`config.mk`:
```
export PLATFORM = sky130hd
export DESIGN_NAME = eth_ipv4_l4_header_filter_unit
export DESIGN_NICKNAME = d
export VERILOG_FILES = /design/src/ehf_pkg.sv /design/src/ehf_judge.sv /design/src/eth_ipv4_l4_header_filter_unit.sv
export SDC_FILE = /design/constraint.sdc
export NUM_CORES = 1
export LEC_CHECK = 0
export BUFFER_PORTS_ARGS = -buffer_cell sky130_fd_sc_hd__buf_4
export CAP_MARGIN = 20
export CORE_MARGIN = 2
export CORE_UTILIZATION = 35
export DETAILED_ROUTE_END_ITERATION = 10
export PLACE_DENSITY = 0.64
export SLEW_MARGIN = 20
export SYNTH_ARGS = -nofsm -noshare
export SYNTH_HDL_FRONTEND = slang
export SYNTH_HIERARCHICAL = 1
export SYNTH_SLANG_ARGS = --single-unit
```
`constraint.sdc`:
```
create_clock -name i_clk -period 8.07 [get_ports i_clk]
set_input_delay 1.2105 -clock i_clk [delete_from_list [all_inputs] [get_ports i_clk]]
set_output_delay 1.2105 -clock i_clk [all_outputs]
set_load 0.005 [all_outputs]
```
`src/ehf_pkg.sv`:
```
// ----------------------------------------------------------------------------
// ehf_pkg
// Shared types and constants of the Ethernet/IPv4/L4 header filter.
// ----------------------------------------------------------------------------
package ehf_pkg;

    // Frame layout and protocol numbers
    localparam logic [15:0] C_ETYPE_IPV4 = 16'h0800;
    localparam logic [6:0]  C_ETH_HDR    = 7'd14;
    localparam logic [7:0]  C_PROTO_TCP  = 8'd6;
    localparam logic [7:0]  C_PROTO_UDP  = 8'd17;
    localparam logic [6:0]  C_POS_MAX    = 7'd127;

    // Byte positions of the fixed header fields
    localparam logic [6:0] C_POS_ETYPE_HI = 7'd12;
    localparam logic [6:0] C_POS_ETYPE_LO = 7'd13;
    localparam logic [6:0] C_POS_IHL      = 7'd14;
    localparam logic [6:0] C_POS_TLEN_HI  = 7'd16;
    localparam logic [6:0] C_POS_TLEN_LO  = 7'd17;
    localparam logic [6:0] C_POS_FRAG_HI  = 7'd20;
    localparam logic [6:0] C_POS_FRAG_LO  = 7'd21;
    localparam logic [6:0] C_POS_TTL      = 7'd22;
    localparam logic [6:0] C_POS_PROTO    = 7'd23;
    localparam logic [6:0] C_POS_SIP_LO   = 7'd26;
    localparam logic [6:0] C_POS_SIP_HI   = 7'd29;
    localparam logic [6:0] C_POS_DIP_LO   = 7'd30;
    localparam logic [6:0] C_POS_DIP_HI   = 7'd33;

    // Minimum frame lengths per stage
    localparam logic [7:0] C_LEN_ETH  = 8'd14;
    localparam logic [7:0] C_LEN_SIP  = 8'd30;
    localparam logic [7:0] C_LEN_DIP  = 8'd34;

    // Transport offsets relative to the transport header start
    localparam logic [6:0] C_OFS_SPORT_LO = 7'd1;
    localparam logic [6:0] C_OFS_DPORT_HI = 7'd2;
    localparam logic [6:0] C_OFS_DPORT_LO = 7'd3;
    localparam logic [6:0] C_OFS_DET_HI   = 7'd4;
    localparam logic [6:0] C_OFS_DET_LO   = 7'd5;
    localparam logic [6:0] C_OFS_TCP_FLG  = 7'd13;
    localparam logic [7:0] C_NEED_SPORT   = 8'd2;
    localparam logic [7:0] C_NEED_DPORT   = 8'd4;
    localparam logic [7:0] C_NEED_UDP     = 8'd6;
    localparam logic [7:0] C_NEED_TCP     = 8'd14;

    // Configuration register indexes
    localparam int unsigned CFG_IDX_W = 8;
    localparam logic [CFG_IDX_W-1:0] CFG_SRC_IP   = 8'd0;
    localparam logic [CFG_IDX_W-1:0] CFG_DST_IP   = 8'd1;
    localparam logic [CFG_IDX_W-1:0] CFG_SRC_PORT = 8'd2;
    localparam logic [CFG_IDX_W-1:0] CFG_DST_PORT = 8'd3;

    typedef enum logic [3:0] {
        V_TCP_OK    = 4'd0,
        V_UDP_OK    = 4'd1,
        V_NOT_IPV4  = 4'd2,
        V_SRC_IP    = 4'd3,
        V_DST_IP    = 4'd4,
        V_FRAGMENT  = 4'd5,
        V_OTHER     = 4'd6,
        V_SPORT     = 4'd7,
        V_DPORT     = 4'd8,
        V_TRUNCATED = 4'd9
    } t_verdict;

    // Header fields captured so far in the current frame
    typedef struct packed {
        logic [15:0] ether_type;
        logic [3:0]  ihl;
        logic [15:0] total_length;
        logic [12:0] fragment;
        logic [7:0]  ttl;
        logic [7:0]  protocol;
        logic [31:0] source_ip;
        logic [31:0] dest_ip;
        logic [15:0] source_port;
        logic [15:0] dest_port;
        logic [15:0] detail;
        logic [1:0]  tcp_flags;
    } t_hdr;

    // Filter match values; zero disables a check
    typedef struct packed {
        logic [31:0] source_ip;
        logic [31:0] dest_ip;
        logic [15:0] source_port;
        logic [15:0] dest_port;
    } t_match;

    // One result item
    typedef struct packed {
        t_verdict    verdict;
        logic [15:0] ether_type;
        logic [5:0]  ip_header_bytes;
        logic [15:0] ip_total_length;
        logic [15:0] fragment_offset_bytes;
        logic [7:0]  time_to_live;
        logic [7:0]  transport_protocol;
        logic [31:0] source_ip;
        logic [31:0] dest_ip;
        logic [15:0] source_port;
        logic [15:0] dest_port;
        logic [15:0] transport_detail;
    } t_result;

endpackage

```
`src/ehf_judge.sv`:
```
// ----------------------------------------------------------------------------
// ehf_judge
// Verdict logic: runs the ordered filter checks on the captured header and
// reports only the fields that the checks reached.
// ----------------------------------------------------------------------------
module ehf_judge
    import ehf_pkg::*;
(
    input  t_hdr       i_hdr,
    input  logic [7:0] i_len,
    input  t_match     i_match,
    output t_result    o_result
);

    logic [7:0] w_tstart;
    logic       w_is_tcp;
    logic       w_is_udp;

    // Transport header start, 14 plus four times IHL
    assign w_tstart = {1'b0, C_ETH_HDR} + {2'b00, i_hdr.ihl, 2'b00};
    assign w_is_tcp = (i_hdr.protocol == C_PROTO_TCP);
    assign w_is_udp = (i_hdr.protocol == C_PROTO_UDP);

    // Walk the checks in order; fields not reached stay zero
    always_comb begin
        o_result = '0;
        if (i_len < C_LEN_ETH) begin
            o_result.verdict = V_TRUNCATED;
        end else begin
            o_result.ether_type = i_hdr.ether_type;
            if (i_hdr.ether_type != C_ETYPE_IPV4) begin
                o_result.verdict = V_NOT_IPV4;
            end else if (i_len < C_LEN_SIP) begin
                o_result.verdict = V_TRUNCATED;
            end else begin
                o_result.ip_header_bytes       = {i_hdr.ihl, 2'b00};
                o_result.ip_total_length       = i_hdr.total_length;
                o_result.fragment_offset_bytes = {i_hdr.fragment, 3'b000};
                o_result.time_to_live          = i_hdr.ttl;
                o_result.transport_protocol    = i_hdr.protocol;
                o_result.source_ip             = i_hdr.source_ip;
                if (i_match.source_ip != '0 && i_match.source_ip != i_hdr.source_ip) begin
                    o_result.verdict = V_SRC_IP;
                end else if (i_len < C_LEN_DIP) begin
                    o_result.verdict = V_TRUNCATED;
                end else begin
                    o_result.dest_ip = i_hdr.dest_ip;
                    if (i_match.dest_ip != '0 && i_match.dest_ip != i_hdr.dest_ip) begin
                        o_result.verdict = V_DST_IP;
                    end else if (i_hdr.fragment != '0) begin
                        o_result.verdict = V_FRAGMENT;
                    end else if (!w_is_tcp && !w_is_udp) begin
                        o_result.verdict = V_OTHER;
                    end else if (i_len < w_tstart + C_NEED_SPORT) begin
                        o_result.verdict = V_TRUNCATED;
                    end else begin
                        o_result.source_port = i_hdr.source_port;
                        if (i_match.source_port != '0 &&
                            i_match.source_port != i_hdr.source_port) begin
                            o_result.verdict = V_SPORT;
                        end else if (i_len < w_tstart + C_NEED_DPORT) begin
                            o_result.verdict = V_TRUNCATED;
                        end else begin
                            o_result.dest_port = i_hdr.dest_port;
                            if (i_match.dest_port != '0 &&
                                i_match.dest_port != i_hdr.dest_port) begin
                                o_result.verdict = V_DPORT;
                            end else if (w_is_tcp) begin
                                if (i_len < w_tstart + C_NEED_TCP) begin
                                    o_result.verdict = V_TRUNCATED;
                                end else begin
                                    o_result.transport_detail = {14'd0, i_hdr.tcp_flags};
                                    o_result.verdict          = V_TCP_OK;
                                end
                            end else if (i_len < w_tstart + C_NEED_UDP) begin
                                o_result.verdict = V_TRUNCATED;
                            end else begin
                                o_result.transport_detail = i_hdr.detail;
                                o_result.verdict          = V_UDP_OK;
                            end
                        end
                    end
                end
            end
        end
    end

endmodule

```
`src/eth_ipv4_l4_header_filter_unit.sv`:
```
// ----------------------------------------------------------------------------
// eth_ipv4_l4_header_filter_unit
// Byte-stream Ethernet/IPv4/TCP-UDP header parser and filter.
// ----------------------------------------------------------------------------
// Takes one frame byte per clock cycle, from the destination MAC onward, with
// the last byte marked. Header fields are captured by byte position as they
// go by; on the last byte the ordered checks (IPv4, source IP, destination IP,
// first fragment, TCP/UDP, source port, destination port) run in the same
// cycle and one result item is registered, valid on the next cycle. The
// frame state clears at once, so the first byte of the next frame may follow
// the last byte directly. The only stall is a last byte arriving while the
// previous result is still held in the output register. Match registers are
// written through the config channel, which is always ready; a value of zero
// disables that check.
module eth_ipv4_l4_header_filter_unit
    import ehf_pkg::*;
(
    input  logic                 i_clk,
    input  logic                 i_rst_n,
    // config write channel
    input  logic                 i_cfg_valid,
    output logic                 o_cfg_ready,
    input  logic [CFG_IDX_W-1:0] i_cfg_index,
    input  logic [31:0]          i_cfg_data,
    // byte input channel
    input  logic                 i_in_valid,
    output logic                 o_in_ready,
    input  logic [7:0]           i_frame_byte,
    input  logic                 i_last_byte,
    // result channel
    output logic                 o_out_valid,
    input  logic                 i_out_ready,
    output logic [3:0]           o_verdict,
    output logic [15:0]          o_ether_type,
    output logic [5:0]           o_ip_header_bytes,
    output logic [15:0]          o_ip_total_length,
    output logic [15:0]          o_fragment_offset_bytes,
    output logic [7:0]           o_time_to_live,
    output logic [7:0]           o_transport_protocol,
    output logic [31:0]          o_source_ip,
    output logic [31:0]          o_dest_ip,
    output logic [15:0]          o_source_port,
    output logic [15:0]          o_dest_port,
    output logic [15:0]          o_transport_detail
);

    t_match     r_match;
    logic [6:0] r_pos;
    t_hdr       r_hdr;
    t_hdr       n_hdr;
    logic       r_out_valid;
    t_result    r_out;
    t_result    w_result;
    logic [6:0] w_tstart;
    logic       w_accept;
    logic       w_emit;
    logic [7:0] w_len;

    assign o_cfg_ready = 1'b1;

    // Store match values
    always_ff @(posedge i_clk) begin
        if (!i_rst_n) begin
            r_match <= '0;
        end else if (i_cfg_valid) begin
            case (i_cfg_index)
                CFG_SRC_IP:   r_match.source_ip   <= i_cfg_data;
                CFG_DST_IP:   r_match.dest_ip     <= i_cfg_data;
                CFG_SRC_PORT: r_match.source_port <= i_cfg_data[15:0];
                CFG_DST_PORT: r_match.dest_port   <= i_cfg_data[15:0];
                default: ;
            endcase
        end
    end

    // Hold a last byte only while the output register is still occupied
    assign o_in_ready = !r_out_valid || i_out_ready || !i_last_byte;
    assign w_accept   = i_in_valid && o_in_ready;
    assign w_emit     = w_accept && i_last_byte;
    assign w_len      = {1'b0, r_pos} + 8'd1;

    // Transport start uses the IHL of this byte when it is the IHL byte
    always_comb begin
        logic [3:0] ihl;
        ihl      = (r_pos == C_POS_IHL) ? i_frame_byte[3:0] : r_hdr.ihl;
        w_tstart = C_ETH_HDR + {1'b0, ihl, 2'b00};
    end

    // Capture this byte into the header fields by position
    always_comb begin
        n_hdr = r_hdr;
        case (r_pos)
            C_POS_ETYPE_HI: n_hdr.ether_type[15:8]   = i_frame_byte;
            C_POS_ETYPE_LO: n_hdr.ether_type[7:0]    = i_frame_byte;
            C_POS_IHL:      n_hdr.ihl                = i_frame_byte[3:0];
            C_POS_TLEN_HI:  n_hdr.total_length[15:8] = i_frame_byte;
            C_POS_TLEN_LO:  n_hdr.total_length[7:0]  = i_frame_byte;
            C_POS_FRAG_HI:  n_hdr.fragment[12:8]     = i_frame_byte[4:0];
            C_POS_FRAG_LO:  n_hdr.fragment[7:0]      = i_frame_byte;
            C_POS_TTL:      n_hdr.ttl                = i_frame_byte;
            C_POS_PROTO:    n_hdr.protocol           = i_frame_byte;
            default: ;
        endcase
        if (r_pos >= C_POS_SIP_LO && r_pos <= C_POS_SIP_HI) begin
            n_hdr.source_ip = {r_hdr.source_ip[23:0], i_frame_byte};
        end
        if (r_pos >= C_POS_DIP_LO && r_pos <= C_POS_DIP_HI) begin
            n_hdr.dest_ip = {r_hdr.dest_ip[23:0], i_frame_byte};
        end
        // transport bytes; a small IHL lets these overlap the IP header
        if (r_pos == w_tstart) begin
            n_hdr.source_port[15:8] = i_frame_byte;
        end
        if (r_pos == w_tstart + C_OFS_SPORT_LO) begin
            n_hdr.source_port[7:0] = i_frame_byte;
        end
        if (r_pos == w_tstart + C_OFS_DPORT_HI) begin
            n_hdr.dest_port[15:8] = i_frame_byte;
        end
        if (r_pos == w_tstart + C_OFS_DPORT_LO) begin
            n_hdr.dest_port[7:0] = i_frame_byte;
        end
        if (r_pos == w_tstart + C_OFS_DET_HI) begin
            n_hdr.detail[15:8] = i_frame_byte;
        end
        if (r_pos == w_tstart + C_OFS_DET_LO) begin
            n_hdr.detail[7:0] = i_frame_byte;
        end
        if (r_pos == w_tstart + C_OFS_TCP_FLG) begin
            n_hdr.tcp_flags = i_frame_byte[1:0];
        end
    end

    ehf_judge u_judge (
        .i_hdr    (n_hdr),
        .i_len    (w_len),
        .i_match  (r_match),
        .o_result (w_result)
    );

    // Advance the frame state; clear it after the last byte
    always_ff @(posedge i_clk) begin
        if (!i_rst_n) begin
            r_pos <= '0;
            r_hdr <= '0;
        end else if (w_accept) begin
            if (i_last_byte) begin
                r_pos <= '0;
                r_hdr <= '0;
            end else begin
                r_hdr <= n_hdr;
                if (r_pos != C_POS_MAX) begin
                    r_pos <= r_pos + 7'd1;
                end
            end
        end
    end

    // Output register
    always_ff @(posedge i_clk) begin
        if (!i_rst_n) begin
            r_out_valid <= 1'b0;
        end else if (w_emit) begin
            r_out_valid <= 1'b1;
        end else if (i_out_ready) begin
            r_out_valid <= 1'b0;
        end
    end

    always_ff @(posedge i_clk) begin
        if (w_emit) begin
            r_out <= w_result;
        end
    end

    assign o_out_valid             = r_out_valid;
    assign o_verdict               = r_out.verdict;
    assign o_ether_type            = r_out.ether_type;
    assign o_ip_header_bytes       = r_out.ip_header_bytes;
    assign o_ip_total_length       = r_out.ip_total_length;
    assign o_fragment_offset_bytes = r_out.fragment_offset_bytes;
    assign o_time_to_live          = r_out.time_to_live;
    assign o_transport_protocol    = r_out.transport_protocol;
    assign o_source_ip             = r_out.source_ip;
    assign o_dest_ip               = r_out.dest_ip;
    assign o_source_port           = r_out.source_port;
    assign o_dest_port             = r_out.dest_port;
    assign o_transport_detail      = r_out.transport_detail;

endmodule
```
Word-level counts from Yosys, hierarchy flattened

Index checks and enable logic that the tools add are counted.
W data, S select, Z words.

Output and inout bits: 189
Input port bits: 54
Logic and storage cells: 159
Register bits after elaboration: 469

Equality and inequality tests: 27
Reduce and logical (&&, ||, !) cells: 34
Muxes and demuxes: 40
Add/subtract/negate cells: 14
$lt $le $gt $ge: 11

Operators by type and width:

| cell                   | count |
|---|---|
| $mux W179              | 1 |
| $mux W8                | 13 |
| $mux W32               | 2 |
| $ne A32 B32 Y1         | 2 |
| $reduce_bool A32 Y1    | 2 |
| $mux W4                | 15 |
| $eq A7 B7 Y1           | 7 |
| $eq A7 B5 Y1 const B   | 6 |
| $lt A8 B8 Y1           | 4 |
| $mux W16               | 2 |
| $ne A16 B16 Y1         | 2 |
| $reduce_bool A16 Y1    | 2 |
| $eq A7 B4 Y1 const B   | 3 |
| $add A8 B3 Y8 const B  | 2 |
| $eq A8 B2 Y1 const B   | 2 |
| $ne A16 B12 Y1 const B | 1 |
| $add A4 B6 Y7 const A  | 2 |
| $add A7 B1 Y7 const B  | 2 |
| $add A7 B2 Y7 const B  | 2 |
| $add A7 B3 Y7 const B  | 2 |
| $ge A7 B5 Y1 const B   | 2 |
| $mux W7                | 2 |
| $reduce_bool A13 Y1    | 1 |
| $reduce_or A12 Y1      | 1 |
| other kinds (27)       | 46 |

Depth between registers and ports, before layout

Depth after elaboration: 19
Gate-level depth with buffers: 22
Gate-level depth less buffers: 20

Hierarchy

The synthesis kept the hierarchy.

Modules (own cells, without submodules):

| module                         | seq. area each (µm²) | times used | cells an instance | area an instance (µm²) |
|---|---|---|---|---|
| eth_ipv4_l4_header_filter_unit | 11250.8              | 1          | 1538              | 18810.5 |
| ehf_judge                      | 0.0                  | 1          | 482               | 3352.0 |

Worst setup path after synthesis

Ideal clock, no wire load.

Path type: input to register
Start point: input port i_out_ready
End point: register r_out, in the netlist o_dest_ip[0] (enable)
Arrival: 5.719 ns
Setup slack: 1.814 ns
Stages on the path: 6
Library setup time: 0.537 ns
Path buffers: 2
Data required time: 7.533 ns
Path through: nand3b_1 and2_1 clkbuf_1 nand2_1 clkbuf_1 inv_1

Word-level cells in the longest chain between the ends: 4

Ends and longest elaborated chain:

| element                          | RTL line                              | text |
|---|---|---|
| start, declared                  | eth_ipv4_l4_header_filter_unit.sv:32  | `input logic i_out_ready,` |
| $logic_or A1 B1 Y1 (2 in series) | eth_ipv4_l4_header_filter_unit.sv:77  | `assign o_in_ready = !r_out_valid \|\| i_out_ready \|\| !i_last_byte;` |
| $logic_and A1 B1 Y1              | eth_ipv4_l4_header_filter_unit.sv:78  | `assign w_accept = i_in_valid && o_in_ready;` |
| $logic_and A1 B1 Y1              | eth_ipv4_l4_header_filter_unit.sv:79  | `assign w_emit = w_accept && i_last_byte;` |
| via w_emit                       | eth_ipv4_l4_header_filter_unit.sv:56  | `logic w_emit;` |
| end signal, assigned             | eth_ipv4_l4_header_filter_unit.sv:172 | `r_out <= w_result;` |
| end, declared                    | eth_ipv4_l4_header_filter_unit.sv:52  | `t_result r_out;` |

The timed path passes the listed nets, and every way through them passes these cells.
A chain may end at the register's enable or synchronous reset.

Worst setup path in the final report

Start point: register r_pos[0]
End point: register r_out, in the netlist o_transport_detail[11] (data pin)

Elaborated cells on any way between the ends: 64
Classes of those cells: 10 x add/sub; 10 x order compare; 18 x eq/ne; 15 x mux; 11 x reduce/logical

RTL lines:

| element                | RTL line                              | text |
|---|---|---|
| start, declared        | eth_ipv4_l4_header_filter_unit.sv:48  | `logic [6:0] r_pos;` |
| start signal, assigned | eth_ipv4_l4_header_filter_unit.sv:153 | `r_pos <= r_pos + 7'd1;` |
| $add A7 B1 Y8 *        | eth_ipv4_l4_header_filter_unit.sv:80  | `assign w_len = {1'b0, r_pos} + 8'd1;` |
| via w_len[0]           | eth_ipv4_l4_header_filter_unit.sv:57  | `logic [7:0] w_len;` |
| $lt A8 B8 Y1           | ehf_judge.sv:75                       | `end else if (i_len < w_tstart + C_NEED_UDP) begin` |
| $mux W16               | ehf_judge.sv:75                       |  |
| $mux W16               | ehf_judge.sv:68                       | `end else if (w_is_tcp) begin` |

Mark *: on every way through the listed nets, which the timed path passes. The rest lies on a longest branch.

==> impl_results.md <==
- Post-detail-place hpwl: 44.5 mm
- Number of endpoints failing setup at the final stage: 0
- Result of the run: finished clean
- Critical path endpoint category: flip-flop
- Global-route congestion overflow total: 0
- Largest delay share family, worst path: simple AND/OR/NAND/NOR gates
- Via count of the first global-routing pass: roughly 16000
- Largest fanout on the critical path: 14
- Max Clock Freq: between 150 and 200 MHz
- Number of antenna violations at the first check in global routing: 2
- Max Slew Vio Count: 0
- Die X: 256 um
- Met1 wire length: 28.5 mm
- H-tree level count: 2
- Critical Path Max Stage Delay: 0.62 ns
- Clock period minus final worst setup slack: approximately 5.7 ns
- Most common library cell in the layout ignoring fill and taps: sky130_fd_sc_hd__dfxtp_1
- Library cell contributing the largest single delay on the critical path: sky130_fd_sc_hd__a311oi_2
- Routability Congestion: 0.860
- Post-synth design cell area: 22200 um2
- Largest net degree at the start of global routing: 147
- Instance count on the critical path: 15
- Top-level port count: 243
- Normalized max-slew margin: 0.295
- Sum of met3 wire segment lengths after detailed routing: roughly 3.8 mm
- Maximum clock path buffer count: 3
- Hold path startpoint: r_hdr[10]
- Worst r2r path cells: 15
- Pin slew with the least headroom to its limit: 1.05 ns
- Number of clock buffers inserted by TritonCTS: 53
- Post-detailed-route via-to-cell ratio: 5.25
- WL final: 64.9 mm
- Post-synth EDFFs: between 150 and 200
- Number of distinct library cells after synthesis: 76
- Post-DRT Antenna Nets: 0
- Clock insertion delay at the later pin of the skew report: 0.61 ns
- Count of mapped cells out of synthesis: 2020
- Total of flip-flops plus latches after synthesis: 469
- Die Area: 65300 um2
- TritonCTS clock tree: yes
- Final Net Count: 2273
- Worst Setup Slack, final: between 2 and 2.5 ns
- Setup slack of the worst register-to-register path: about 2.4 ns
- Endpoint of the most critical register-to-register path: o_transport_detail[11]
- Depth of the worst hold-timing path: 1
- Highest Signal Layer: met5
- Portion of the clock cycle consumed by the worst path in the final layout: 0.703
- Final core utilization: 0.421
- Class of the tightest hold or removal check: flip-flop to flip-flop
- Post-DP Area: between 20000 and 25000 um2
- Router iterations before antenna repair: 5
- Via Count: 16196
- Worst EP required: about 8.5 ns
- Worst path bufs/invs: 1
- Crit path cell chain: inv_1 > ha_1 > nor4b_4 > nand2_1 > a311oi_2 > mux2i_1 > o211ai_2 > mux2_2 > xor2_1 > nor4_1 > nand4_1 > nand2_1 > nand2_1 > nor4_4 > and2_1
- Total of cells resized after clock tree synthesis: 0
- Critical path startpoint: r_pos[0]
- Leakage power total: between 9 and 10 nW
- DRC violations left: 0
- Number of maximum-capacitance violations: 0
- Y dimension of the die: 256 um
- Critical path launch point type: flip-flop
- RSZ-0062 raised after global routing: false
- # clock sinks: ~470
- Global router's overall resource usage: 0.192
- Endpoint arrival time on the critical path: 6.14 ns
- Top library cells by usage in the layout, fill and taps aside: 283 x sky130_fd_sc_hd__dfxtp_1, 253 x sky130_fd_sc_hd__buf_4, 186 x sky130_fd_sc_hd__edfxtp_1
- Most instantiated flip-flop cell in the synthesis netlist: sky130_fd_sc_hd__dfxtp_1
- Hold-fix buffers, CTS: 0
- Max IR drop VDD: roughly 0.00015 V
- Asr flop ratio synth: 0
- Type of the setup path with the least slack: flip-flop to flip-flop
- Post-Route Setup TNS: 0 ns
- Hold_ws: 0.460 ns
- Final number of hold-violating endpoints: 0
- Number of warnings printed during yosys synthesis: 6
- Cell at the root of the clock tree: sky130_fd_sc_hd__clkbuf_16
- Number of DRC violations after detailed-routing iteration 0: 1126
- Min-Delay Endpoint: r_hdr[10]
- Global-route wire length before repair: between 90 and 100 mm
- Reg clk slew, reported paths: 0.06 ns
- Reg2reg start: r_pos[0]
- Placeable core region: about 63000 um2
- Placement Setup Slack: 2.48 ns
- Port buffer count: 241
- Area Growth Syn to Fin: 19.3%
- Clock tree skew after final layout: 0.0200 ns
- Number of core rows: 92
- Post-CTS Setup Bufs: 0
- Number of fill cells in the layout: approximately 6000
- Avg Cell Area, Syn: roughly 11 um2
- Average wire per cell in the routed design: 21.0 um
- Starting Density: 0.353
- Length of routed met2 wiring: ~31 mm
- Power Dens Cells: 197 nW/um2
- Sequential share of the synthesized area: 0.508
- Share of final-layout standard cells stronger than drive strength 1: 0.245
- Most repeated library cell on the critical path: sky130_fd_sc_hd__nand2_1
- Post-route standard cell area excluding fillers: 26400 um2
-- cells in the mapped netlist, drive strengths merged (6+ instances only) --
cell | count | area [um2]
a32o | 24 | 240
edfxtp | 186 | 5590
nand3 | 29 | 145
mux2 | 178 | 2010
dfxtp | 283 | 5670
o2bb2ai | 8 | 70.1
nor2b | 181 | 1130
and3 | 6 | 42.5
ha | 24 | 300
a21boi | 69 | 518
nor4 | 48 | 315
o21ai | 18 | 101
nand2b | 7 | 43.8
buf | 19 | 128
xor2 | 45 | 394
a22oi | 129 | 968
inv | 20 | 75.1
nand2 | 170 | 641
nor2 | 29 | 124
mux2i | 52 | 521
nor3 | 14 | 92.6
nand3b | 8 | 60.1
a21oi | 14 | 70.1
xnor2 | 66 | 578
clkbuf | 120 | 453
nand4 | 30 | 188
and2 | 176 | 1100
-- final cells by class --
type,count,area (um2),area share
Clock inverter,25,265,0.0100
Inverter,20,82.6,0.00312
Multi-Input combinational cell,1396,10300,0.390
Timing Repair Buffer,255,1940,0.0733
Clock buffer,73,1530,0.0577
Tap cell,846,1060,0.0400
Sequential cell,469,11300,0.426
Antenna cell,1,2.50,0.0000947
-- through the flow --
stage | power [mW] | cells
finish | 5.22 | 3085
global route | 5.39 | 3084
CTS | 5.29 | 3083
detailed placement | 2.81 | 2985
global placement | 2.81 | 2985
floorplan | 2.67 | 2024
-- state kept, by name, summed over array words and instances (netlist names), 16 cells and up --
signal,count
o_dest_ip,32
o_dest_port,16
o_ether_type,16
o_fragment_offset_bytes,16
o_ip_total_length,16
o_source_ip,32
o_source_port,16
o_transport_detail,16
r_hdr,179
r_match,96
-- kinds of logic after synthesis --
logic type                 Yosys count  share of synthesized area
and+or+nand+nor                    721                      0.185
DFF                                469                      0.508
AOI/OAI and AO/OA                  303                      0.106
muxes                              230                      0.114
buffers and inverters              159                     0.0296
xor gates and xnor gates           111                     0.0439
adders and majority gates           24                     0.0135
other                                3                   0.000508
-- metal layers --
metal  vias up  GRT usage
met5         -          0
met4         2     0.0577
met3       101     0.0313
met2       505      0.321
met1      8001      0.256
li1       7587          -
-- how the worst max path moves through the flow --
stage | slack, ns | end
floorplan | 1.81 | o_dest_ip[0]
global placement | 2.48 | o_dest_port[1]
detailed placement | 2.48 | o_dest_port[15]
CTS | 2.43 | o_dest_port[8]
global route | 1.97 | o_dest_port[9]
finish | 2.39 | o_transport_detail[11]
-- worst register-to-register path: cells and delay by family, from the launching register on --
kind / cells / cell delay, ns
adders and majority gates: 1 / 0.56
and+or+nand+nor: 8 / 2.55
xor gates and xnor gates: 1 / 0.16
muxes: 2 / 0.81
DFF: 1 / 0.35
buffers and inverters: 1 / 0.14
AOI/OAI and AO/OA: 2 / 0.99
-- power by group --
group | leakage [nW] | switching, mW | internal, mW
registers | 3.96 | 0.0180 | 2.50
clock network | 0.888 | 1.00 | 1.46
logic | 5.12 | 0.153 | 0.0907
total | 9.96 | 1.17 | 4.05
No activity file was read; power rests on OpenSTA's default activity.
